## config.mk

```make
export PLATFORM = sky130hd
export DESIGN_NAME = nearest_centroid_confusion_counter_top
export DESIGN_NICKNAME = d
export VERILOG_FILES = /design/src/hw/rtl/ncc_pkg.sv /design/src/hw/rtl/ncc_centres.sv /design/src/hw/rtl/ncc_count_mem.sv /design/src/hw/rtl/nearest_centroid_confusion_counter_top.sv
export SDC_FILE = /design/constraint.sdc
export NUM_CORES = 2
export LEC_CHECK = 0
export ABC_AREA = 1
export BUFFER_PORTS_ARGS = -buffer_cell sky130_fd_sc_hd__clkbuf_2
export CORE_ASPECT_RATIO = 1.5
export CORE_MARGIN = 2
export CORE_UTILIZATION = 50
export CTS_CLUSTER_SIZE = 16
export DETAILED_ROUTE_END_ITERATION = 8
export PLACE_DENSITY = 0.63
export RECOVER_POWER = 25
export REMOVE_ABC_BUFFERS = 1
export SYNTH_ARGS = -nofsm -noshare
export SYNTH_HDL_FRONTEND = slang
export SYNTH_HIERARCHICAL = 1
export SYNTH_SLANG_ARGS = --single-unit
```

## constraint.sdc

```tcl
create_clock -name clk_i -period 13.4 [get_ports clk_i]
set_input_delay 1.34 -clock clk_i [delete_from_list [all_inputs] [get_ports clk_i]]
set_output_delay 1.34 -clock clk_i [all_outputs]
set_load 0.005 [all_outputs]
```

## src/hw/rtl/ncc_pkg.sv

```systemverilog
// Shared types, constants and reset values for the nearest centroid confusion counter.
package ncc_pkg;

  localparam int NUM_CLASSES = 6;
  localparam int COUNT_BITS  = 16;
  localparam int SAMPLE_W    = 12;
  localparam int DIST_W      = SAMPLE_W + 2;
  localparam int CLS_W       = $clog2(NUM_CLASSES);
  localparam int MEM_DEPTH   = NUM_CLASSES * NUM_CLASSES;
  localparam int ADDR_W      = $clog2(MEM_DEPTH);
  localparam int IDX_PORT_W  = 3;
  localparam int WIN_PORT_W  = 3;
  localparam int CNT_PORT_W  = 16;

  typedef enum logic [1:0] {
    REQ_LOAD     = 2'd0,
    REQ_CLASSIFY = 2'd1,
    REQ_CLEAR    = 2'd2,
    REQ_READ     = 2'd3
  } ncc_req_e;

  typedef enum logic [2:0] {
    ST_IDLE,
    ST_DIST,
    ST_SEL,
    ST_READ,
    ST_COUNT
  } ncc_state_e;

  typedef struct packed {
    logic [SAMPLE_W-1:0] x;
    logic [SAMPLE_W-1:0] y;
    logic [SAMPLE_W-1:0] z;
  } ncc_point_t;

  typedef logic [DIST_W-1:0]     ncc_dist_t;
  typedef logic [COUNT_BITS-1:0] ncc_count_t;

  typedef struct packed {
    logic             en;
    logic [CLS_W-1:0] idx;
    ncc_point_t       point;
  } ncc_centre_wr_t;

  typedef struct packed {
    logic              rd_en;
    logic [ADDR_W-1:0] rd_addr;
    logic              wr_en;
    logic [ADDR_W-1:0] wr_addr;
    ncc_count_t        wr_data;
    logic              clear;
  } ncc_mem_req_t;

  function automatic ncc_point_t centre_reset(input int i);
    ncc_point_t p;
    case (i)
      0:       p = '{x: 12'd1533, y: 12'd1539, z: 12'd1235};
      1:       p = '{x: 12'd1835, y: 12'd1534, z: 12'd1536};
      2:       p = '{x: 12'd1535, y: 12'd1831, z: 12'd1536};
      3:       p = '{x: 12'd1540, y: 12'd1534, z: 12'd1834};
      4:       p = '{x: 12'd1230, y: 12'd1537, z: 12'd1535};
      5:       p = '{x: 12'd1534, y: 12'd1234, z: 12'd1535};
      default: p = '0;
    endcase
    return p;
  endfunction

endpackage

```

## src/hw/rtl/ncc_centres.sv

```systemverilog
// Centre point registers and registered Manhattan distances from the sample to each centre.
module ncc_centres (
  input  logic                   clk_i,
  input  logic                   rst_ni,
  input  ncc_pkg::ncc_centre_wr_t wr_i,
  input  ncc_pkg::ncc_point_t    sample_i,
  output ncc_pkg::ncc_dist_t     dist_o [ncc_pkg::NUM_CLASSES]
);

  ncc_pkg::ncc_point_t centres_q [ncc_pkg::NUM_CLASSES];
  ncc_pkg::ncc_dist_t  dist_d    [ncc_pkg::NUM_CLASSES];
  ncc_pkg::ncc_dist_t  dist_q    [ncc_pkg::NUM_CLASSES];

  function automatic logic [ncc_pkg::SAMPLE_W-1:0] abs_diff(
    input logic [ncc_pkg::SAMPLE_W-1:0] a,
    input logic [ncc_pkg::SAMPLE_W-1:0] b
  );
    return (a > b) ? (a - b) : (b - a);
  endfunction

  always_ff @(posedge clk_i or negedge rst_ni) begin
    if (!rst_ni) begin
      for (int i = 0; i < ncc_pkg::NUM_CLASSES; i++) begin
        centres_q[i] <= ncc_pkg::centre_reset(i);
      end
    end else if (wr_i.en) begin
      centres_q[wr_i.idx] <= wr_i.point;
    end
  end

  always_comb begin
    for (int i = 0; i < ncc_pkg::NUM_CLASSES; i++) begin
      dist_d[i] = ncc_pkg::DIST_W'(abs_diff(sample_i.x, centres_q[i].x))
                + ncc_pkg::DIST_W'(abs_diff(sample_i.y, centres_q[i].y))
                + ncc_pkg::DIST_W'(abs_diff(sample_i.z, centres_q[i].z));
    end
  end

  always_ff @(posedge clk_i) begin
    for (int i = 0; i < ncc_pkg::NUM_CLASSES; i++) begin
      dist_q[i] <= dist_d[i];
    end
  end

  assign dist_o = dist_q;

endmodule

```

## src/hw/rtl/ncc_count_mem.sv

```systemverilog
// Confusion counter memory with registered read and per-entry valid bits for clearing.
module ncc_count_mem (
  input  logic                  clk_i,
  input  logic                  rst_ni,
  input  ncc_pkg::ncc_mem_req_t req_i,
  output ncc_pkg::ncc_count_t   rd_data_o
);

  ncc_pkg::ncc_count_t               mem [ncc_pkg::MEM_DEPTH];
  ncc_pkg::ncc_count_t               rd_data_q;
  logic [ncc_pkg::MEM_DEPTH-1:0]     vld_q;
  logic                              rd_vld_q;

  always_ff @(posedge clk_i) begin
    if (req_i.wr_en) begin
      mem[req_i.wr_addr] <= req_i.wr_data;
    end
    if (req_i.rd_en) begin
      rd_data_q <= mem[req_i.rd_addr];
    end
  end

  always_ff @(posedge clk_i or negedge rst_ni) begin
    if (!rst_ni) begin
      vld_q    <= '0;
      rd_vld_q <= 1'b0;
    end else begin
      if (req_i.clear) begin
        vld_q <= '0;
      end else if (req_i.wr_en) begin
        vld_q[req_i.wr_addr] <= 1'b1;
      end
      if (req_i.rd_en) begin
        rd_vld_q <= vld_q[req_i.rd_addr];
      end
    end
  end

  assign rd_data_o = rd_vld_q ? rd_data_q : '0;

endmodule

```

## src/hw/rtl/nearest_centroid_confusion_counter_top.sv

```systemverilog
// Top level: request sequencer, nearest centre selection and confusion counter update.
//
//   Channel   Signals                                           Direction  Handshake
//   request   start_i, req_type_i, sample_*_i, true_class_i,    in         start_i & !busy_o
//             centre_index_i
//   result    done_o, winner_o, min_distance_o, count_value_o   out        done_o, one cycle
//
// From acceptance to the result strobe a request passes through distances, selection, counter
// memory read, and update with the output register. busy_o stays high from acceptance
// until the result word is registered, and a new word may be accepted in the cycle that shows
// the result. The result word then stays on the ports until the next request updates it.
// Reset restores the stored centre points and marks every counter as zero at once.
// done_o is high for one cycle only; the receiver cannot stall it.
module nearest_centroid_confusion_counter_top (
  input  logic        clk_i,
  input  logic        rst_ni,
  input  logic        start_i,
  output logic        busy_o,
  input  logic [1:0]  req_type_i,
  input  logic [11:0] sample_x_i,
  input  logic [11:0] sample_y_i,
  input  logic [11:0] sample_z_i,
  input  logic [2:0]  true_class_i,
  input  logic [2:0]  centre_index_i,
  output logic        done_o,
  output logic [2:0]  winner_o,
  output logic [13:0] min_distance_o,
  output logic [15:0] count_value_o
);

  ncc_pkg::ncc_state_e   state_q, state_d;
  ncc_pkg::ncc_req_e     req_q;
  ncc_pkg::ncc_point_t   sample_q;
  logic [ncc_pkg::CLS_W-1:0]  row_q, col_q, win_q, win_d;
  logic                  row_ok_q, col_ok_q;
  ncc_pkg::ncc_dist_t    mind_q, mind_d;
  logic [ncc_pkg::ADDR_W-1:0] addr_q, addr_d;
  ncc_pkg::ncc_dist_t    centre_dist [ncc_pkg::NUM_CLASSES];
  ncc_pkg::ncc_centre_wr_t centre_wr;
  ncc_pkg::ncc_mem_req_t mem_req;
  ncc_pkg::ncc_count_t   rd_cnt, new_cnt;
  logic                  accept;
  logic                  done_q;
  logic [ncc_pkg::WIN_PORT_W-1:0] winner_q;
  ncc_pkg::ncc_dist_t    min_dist_q;
  logic [ncc_pkg::CNT_PORT_W-1:0] count_q;

  assign accept = start_i && (state_q == ncc_pkg::ST_IDLE);
  assign busy_o = (state_q != ncc_pkg::ST_IDLE);

  ncc_centres u_centres (
    .clk_i    (clk_i),
    .rst_ni   (rst_ni),
    .wr_i     (centre_wr),
    .sample_i (sample_q),
    .dist_o   (centre_dist)
  );

  ncc_count_mem u_count_mem (
    .clk_i     (clk_i),
    .rst_ni    (rst_ni),
    .req_i     (mem_req),
    .rd_data_o (rd_cnt)
  );

  always_comb begin
    state_d = state_q;
    case (state_q)
      ncc_pkg::ST_IDLE:  if (start_i) state_d = ncc_pkg::ST_DIST;
      ncc_pkg::ST_DIST:  state_d = ncc_pkg::ST_SEL;
      ncc_pkg::ST_SEL:   state_d = ncc_pkg::ST_READ;
      ncc_pkg::ST_READ:  state_d = ncc_pkg::ST_COUNT;
      ncc_pkg::ST_COUNT: state_d = ncc_pkg::ST_IDLE;
      default:           state_d = ncc_pkg::ST_IDLE;
    endcase
  end

  always_comb begin
    win_d  = '0;
    mind_d = centre_dist[0];
    for (int i = 1; i < ncc_pkg::NUM_CLASSES; i++) begin
      if (centre_dist[i] < mind_d) begin
        mind_d = centre_dist[i];
        win_d  = ncc_pkg::CLS_W'(i);
      end
    end
  end

  always_comb begin
    if (req_q == ncc_pkg::REQ_CLASSIFY) begin
      addr_d = ncc_pkg::ADDR_W'(int'(win_q) * ncc_pkg::NUM_CLASSES + int'(col_q));
    end else begin
      addr_d = ncc_pkg::ADDR_W'(int'(row_q) * ncc_pkg::NUM_CLASSES + int'(col_q));
    end
    new_cnt = (rd_cnt == '1) ? rd_cnt : rd_cnt + 1'b1;
  end

  always_comb begin
    centre_wr       = '0;
    centre_wr.idx   = row_q;
    centre_wr.point = sample_q;
    mem_req         = '0;
    mem_req.rd_addr = addr_d;
    mem_req.wr_addr = addr_q;
    mem_req.wr_data = new_cnt;
    case (state_q)
      ncc_pkg::ST_DIST: begin
        centre_wr.en  = (req_q == ncc_pkg::REQ_LOAD) && row_ok_q;
        mem_req.clear = (req_q == ncc_pkg::REQ_CLEAR);
      end
      ncc_pkg::ST_READ: begin
        mem_req.rd_en = ((req_q == ncc_pkg::REQ_CLASSIFY) && col_ok_q)
                     || ((req_q == ncc_pkg::REQ_READ) && row_ok_q && col_ok_q);
      end
      ncc_pkg::ST_COUNT: begin
        mem_req.wr_en = (req_q == ncc_pkg::REQ_CLASSIFY) && col_ok_q;
      end
      default: begin
        mem_req.rd_en = 1'b0;
      end
    endcase
  end

  always_ff @(posedge clk_i or negedge rst_ni) begin
    if (!rst_ni) begin
      state_q <= ncc_pkg::ST_IDLE;
      done_q  <= 1'b0;
    end else begin
      state_q <= state_d;
      done_q  <= (state_q == ncc_pkg::ST_COUNT);
    end
  end

  always_ff @(posedge clk_i) begin
    if (accept) begin
      req_q      <= ncc_pkg::ncc_req_e'(req_type_i);
      sample_q   <= '{x: sample_x_i, y: sample_y_i, z: sample_z_i};
      row_q      <= ncc_pkg::CLS_W'(centre_index_i);
      col_q      <= ncc_pkg::CLS_W'(true_class_i);
      row_ok_q   <= (32'(centre_index_i) < ncc_pkg::NUM_CLASSES);
      col_ok_q   <= (32'(true_class_i) < ncc_pkg::NUM_CLASSES);
    end
    if (state_q == ncc_pkg::ST_SEL) begin
      win_q  <= win_d;
      mind_q <= mind_d;
    end
    if (state_q == ncc_pkg::ST_READ) begin
      addr_q <= addr_d;
    end
    if (state_q == ncc_pkg::ST_COUNT) begin
      if (req_q == ncc_pkg::REQ_CLASSIFY) begin
        winner_q   <= ncc_pkg::WIN_PORT_W'(win_q);
        min_dist_q <= mind_q;
        count_q    <= col_ok_q ? ncc_pkg::CNT_PORT_W'(new_cnt) : '0;
      end else begin
        winner_q   <= '0;
        min_dist_q <= '0;
        count_q    <= ((req_q == ncc_pkg::REQ_READ) && row_ok_q && col_ok_q)
                    ? ncc_pkg::CNT_PORT_W'(rd_cnt) : '0;
      end
    end
  end

  assign done_o         = done_q;
  assign winner_o       = winner_q;
  assign min_distance_o = min_dist_q;
  assign count_value_o  = count_q;

endmodule
```

==> impl_metrics.tcl <==
set metrics [dict create \
    hold_viol 0 \
    violations "max-capacitance violations, max-slew violations" \
    crit_path_end_kind "flop" \
    grt_setup_unrepaired "false" \
    avgRoutedWirePerCell_um 21.42 \
    cts_buffer_depth 3 \
    cts_hold_buf 0 \
    avgViaCountPerCell 5.442 \
    io_pins 82 \
    cts_tree "yes" \
    synth_edf_count 694 \
    crit_type "flop to flop" \
    root_buffer "clkbuf_16" \
    fmax_ghz 0.1047 \
    synth-seq-cells 1035 \
    fin_ws_ns 3.852 \
    fin_skew_ns 0.05973 \
    slowest_stage "a2111oi_0" \
    drv_cap 12 \
    synth_area_per_cell_sq_um 7.697 \
    synth_area_leaders "edfxtp_1 29%, nand2_1 16%, ha_1 9.4%" \
    port_buffers 81 \
    yosysUniqueCellTypes 48 \
    fin_crit_sh_pct 71.25 \
    hold_class "flop to flop" \
    regArea_sq_mm 0.02910 \
    yosysWarnings 6 \
    holdPathStages 1 \
    grt_max_degree 161 \
    slew_viol_final 686 \
    cp.arrival_ns 10.02 \
    ys.flop_type "edfxtp_1" \
    drive_gt1_share_pct 6.273 \
    htree_levels 3 \
    cts.sinks 1035 \
    place_ws_ns 3.809 \
    place_congestion 0.9533 \
    cp.required_ns 13.88 \
    cp_max_fo 26 \
    placedCellCount 11205 \
    std_cell_rows 171 \
    grt.total_usage_pct 32.65 \
    nNetsFinal 10120 \
    status "complete, but fails checks" \
    fillers 13974 \
    slew_headroom_pct -292.7 \
    cp-startpoint "u_centres/dist_o[81]" \
    rr_worst_depth 45 \
    insertion_delay_ns 0.77 \
    multiInputGateArea_sq_mm 0.03644 \
    drt_iter0_drc 4873 \
    setup_viol 0 \
    first_global_vias 60691 \
    cpMostUsedCell "nand2_1" \
    ys_async_sr_fraction_pct 24.83 \
    worst_pin_slew_ns 5.891 \
    die_width_um 315.1 \
    area_growth_pct 7.754 \
    start_util_pct 50.28 \
    grt_pass1_wl_mm 362.9 \
    cpPeakStageDelay_ns 0.75 \
    regToRegStartpoint "u_centres/dist_o[81]" \
    synth_common_cells "3,030 x nand2_1, 1,454 x inv_1, 1,028 x nand3_1, 694 x edfxtp_1, 547 x ha_1" \
    synth_top_area_share_pct 28.70 \
    drc 0 \
    grt_antenna_before_repair 6 \
    cts_buffers 105 \
    clk_pin_slew_worst_paths_ns 0.07 \
    die_y_um 470.7 \
    dp_hpwl_mm 185.3 \
    period_needed_ns 9.548 \
    vias 62076 \
    yosysMostFrequentCell "nand2_1" \
    final_area_sq_mm 0.07824 \
    setup_tns_ns 0 \
    stdcell_count 11407 \
    postCtsSetupBuffers 0 \
    dr.pass1.iters 7 \
    die_area_sq_mm 0.1483 \
    r2r_slack_ns 3.85 \
    ctsResizeCount 0 \
    antenna_left 0 \
    cp-start-kind "flop" \
    wl_mm 244.3 \
    core_sq_mm 0.1444 \
    dpl-instance-area_sq_mm 0.07465 \
    overflow 0 \
    yosys.area.top_type "edfxtp_1" \
    synth_area_sq_mm 0.07261 \
    hp-start "state_q[2]" \
    synth_cells 9433 \
    ys_seq_area_share_pct 40.08 \
]
-- routing by layer --
metal | global-route usage, % | up-vias | wire length (um)
li1 | - | 30163 | -
met1 | 34.65 | 29480 | 87140
met2 | 58.60 | 1857 | 123600
met3 | 2.788 | 576 | 10630
met4 | 26.60 | 0 | 22950
met5 | 0 | - | 0
-- registers in the layout, summed over array words and instances, names as in the netlist --
register               cells
col_ok_q                   1
state_q                    3
col_q                      3
u_centres/dist_o          84
u_count_mem/mem          576
mind_q                    14
u_count_mem/rd_vld_q       1
req_q                      2
u_centres/centres_q      216
addr_q                     6
centre_wr                 36
row_ok_q                   1
winner_o                   3
done_o                     1
u_count_mem/rd_data_q     16
row_q                      3
u_count_mem/vld_q         36
win_q                      3
min_distance_o            14
count_value_o             16
-- kinds of logic (layout without fill, tap and decap cells) --
family / Yosys count / count (layout) / synth area share (%)
flops: 1035 / 1035 / 40.08
compound gates: 889 / 889 / 6.660
buf+inv: 1783 / 1851 / 9.915
other cells: 0 / 3 / 0
simple gates: 4811 / 4811 / 27.67
mux: 1 / 1 / 0.01379
xor+xnor: 250 / 250 / 3.016
fa+ha+maj: 664 / 664 / 12.65
-- critical path, delay by kind of cell, from the launching register on --
kind                     cells  cell delay (ns)
AO/OA/AOI/OAI                8             2.41
flip-flops                   1             0.30
adder cells (fa/ha/maj)      5             1.54
AND/OR/NAND/NOR             27             4.18
buffers and inverters        5             0.75
-- placed cells by master (no fill, tap or decap), types with 6 or more instances in the layout --
cell type / n
nand2_1: 3025
inv_1: 1453
nand3_1: 1028
edfxtp_1: 694
ha_1: 547
nor2_1: 454
o21ai_0: 398
a21oi_1: 297
xor2_1: 214
nand4_1: 151
dfrtp_1: 140
dfstp_2: 117
fa_1: 116
clkbuf_16: 107
buf_4: 90
dfxtp_1: 84
o21ai_1: 52
clkbuf_1: 52
clkbuf_2: 52
o21ai_2: 48
nor3_1: 45
nand2_2: 39
xnor2_1: 33
o22ai_1: 24
clkinv_2: 23
nor2_2: 20
o21bai_1: 20
or2_2: 16
o211ai_1: 16
clkinv_1: 14
bufinv_16: 13
inv_2: 12
and2_1: 12
clkbuf_8: 10
a21o_1: 9
a31oi_1: 8
nand3b_1: 6
-- worst paths after layout --
kind                                            endpoint
worst max-delay path                           mind_q[5]
worst max register to register                 mind_q[5]
min in group asynchronous       u_centres/centres_q[200]
worst min register to register                state_q[2]
worst min-delay path                          state_q[2]
max in group asynchronous           u_count_mem/vld_q[3]
-- per-stage QoR --
step	util, %	hold slack, ns
3_5_place_dp	51.69	0.4744
3_3_place_gp	51.69	0.4682
5_1_grt	54.17	0.5048
4_1_cts	54.25	0.4887
6_report	54.18	0.4881
2_1_floorplan	-	0.4450
-- area by class of cell --
class / count / share of cell area, %
well taps: 1903 / 3.043
clock inverters: 68 / 1.054
repair buffers: 181 / 1.383
clock buffers: 131 / 3.665
multi-input cells: 6615 / 46.58
diodes: 3 / 0.009595
inverters: 1471 / 7.073
flip-flops and latches: 1035 / 37.19
Power is not shown: default switching activity piles up to over one toggle a cycle in this logic, so the estimate is an artifact.
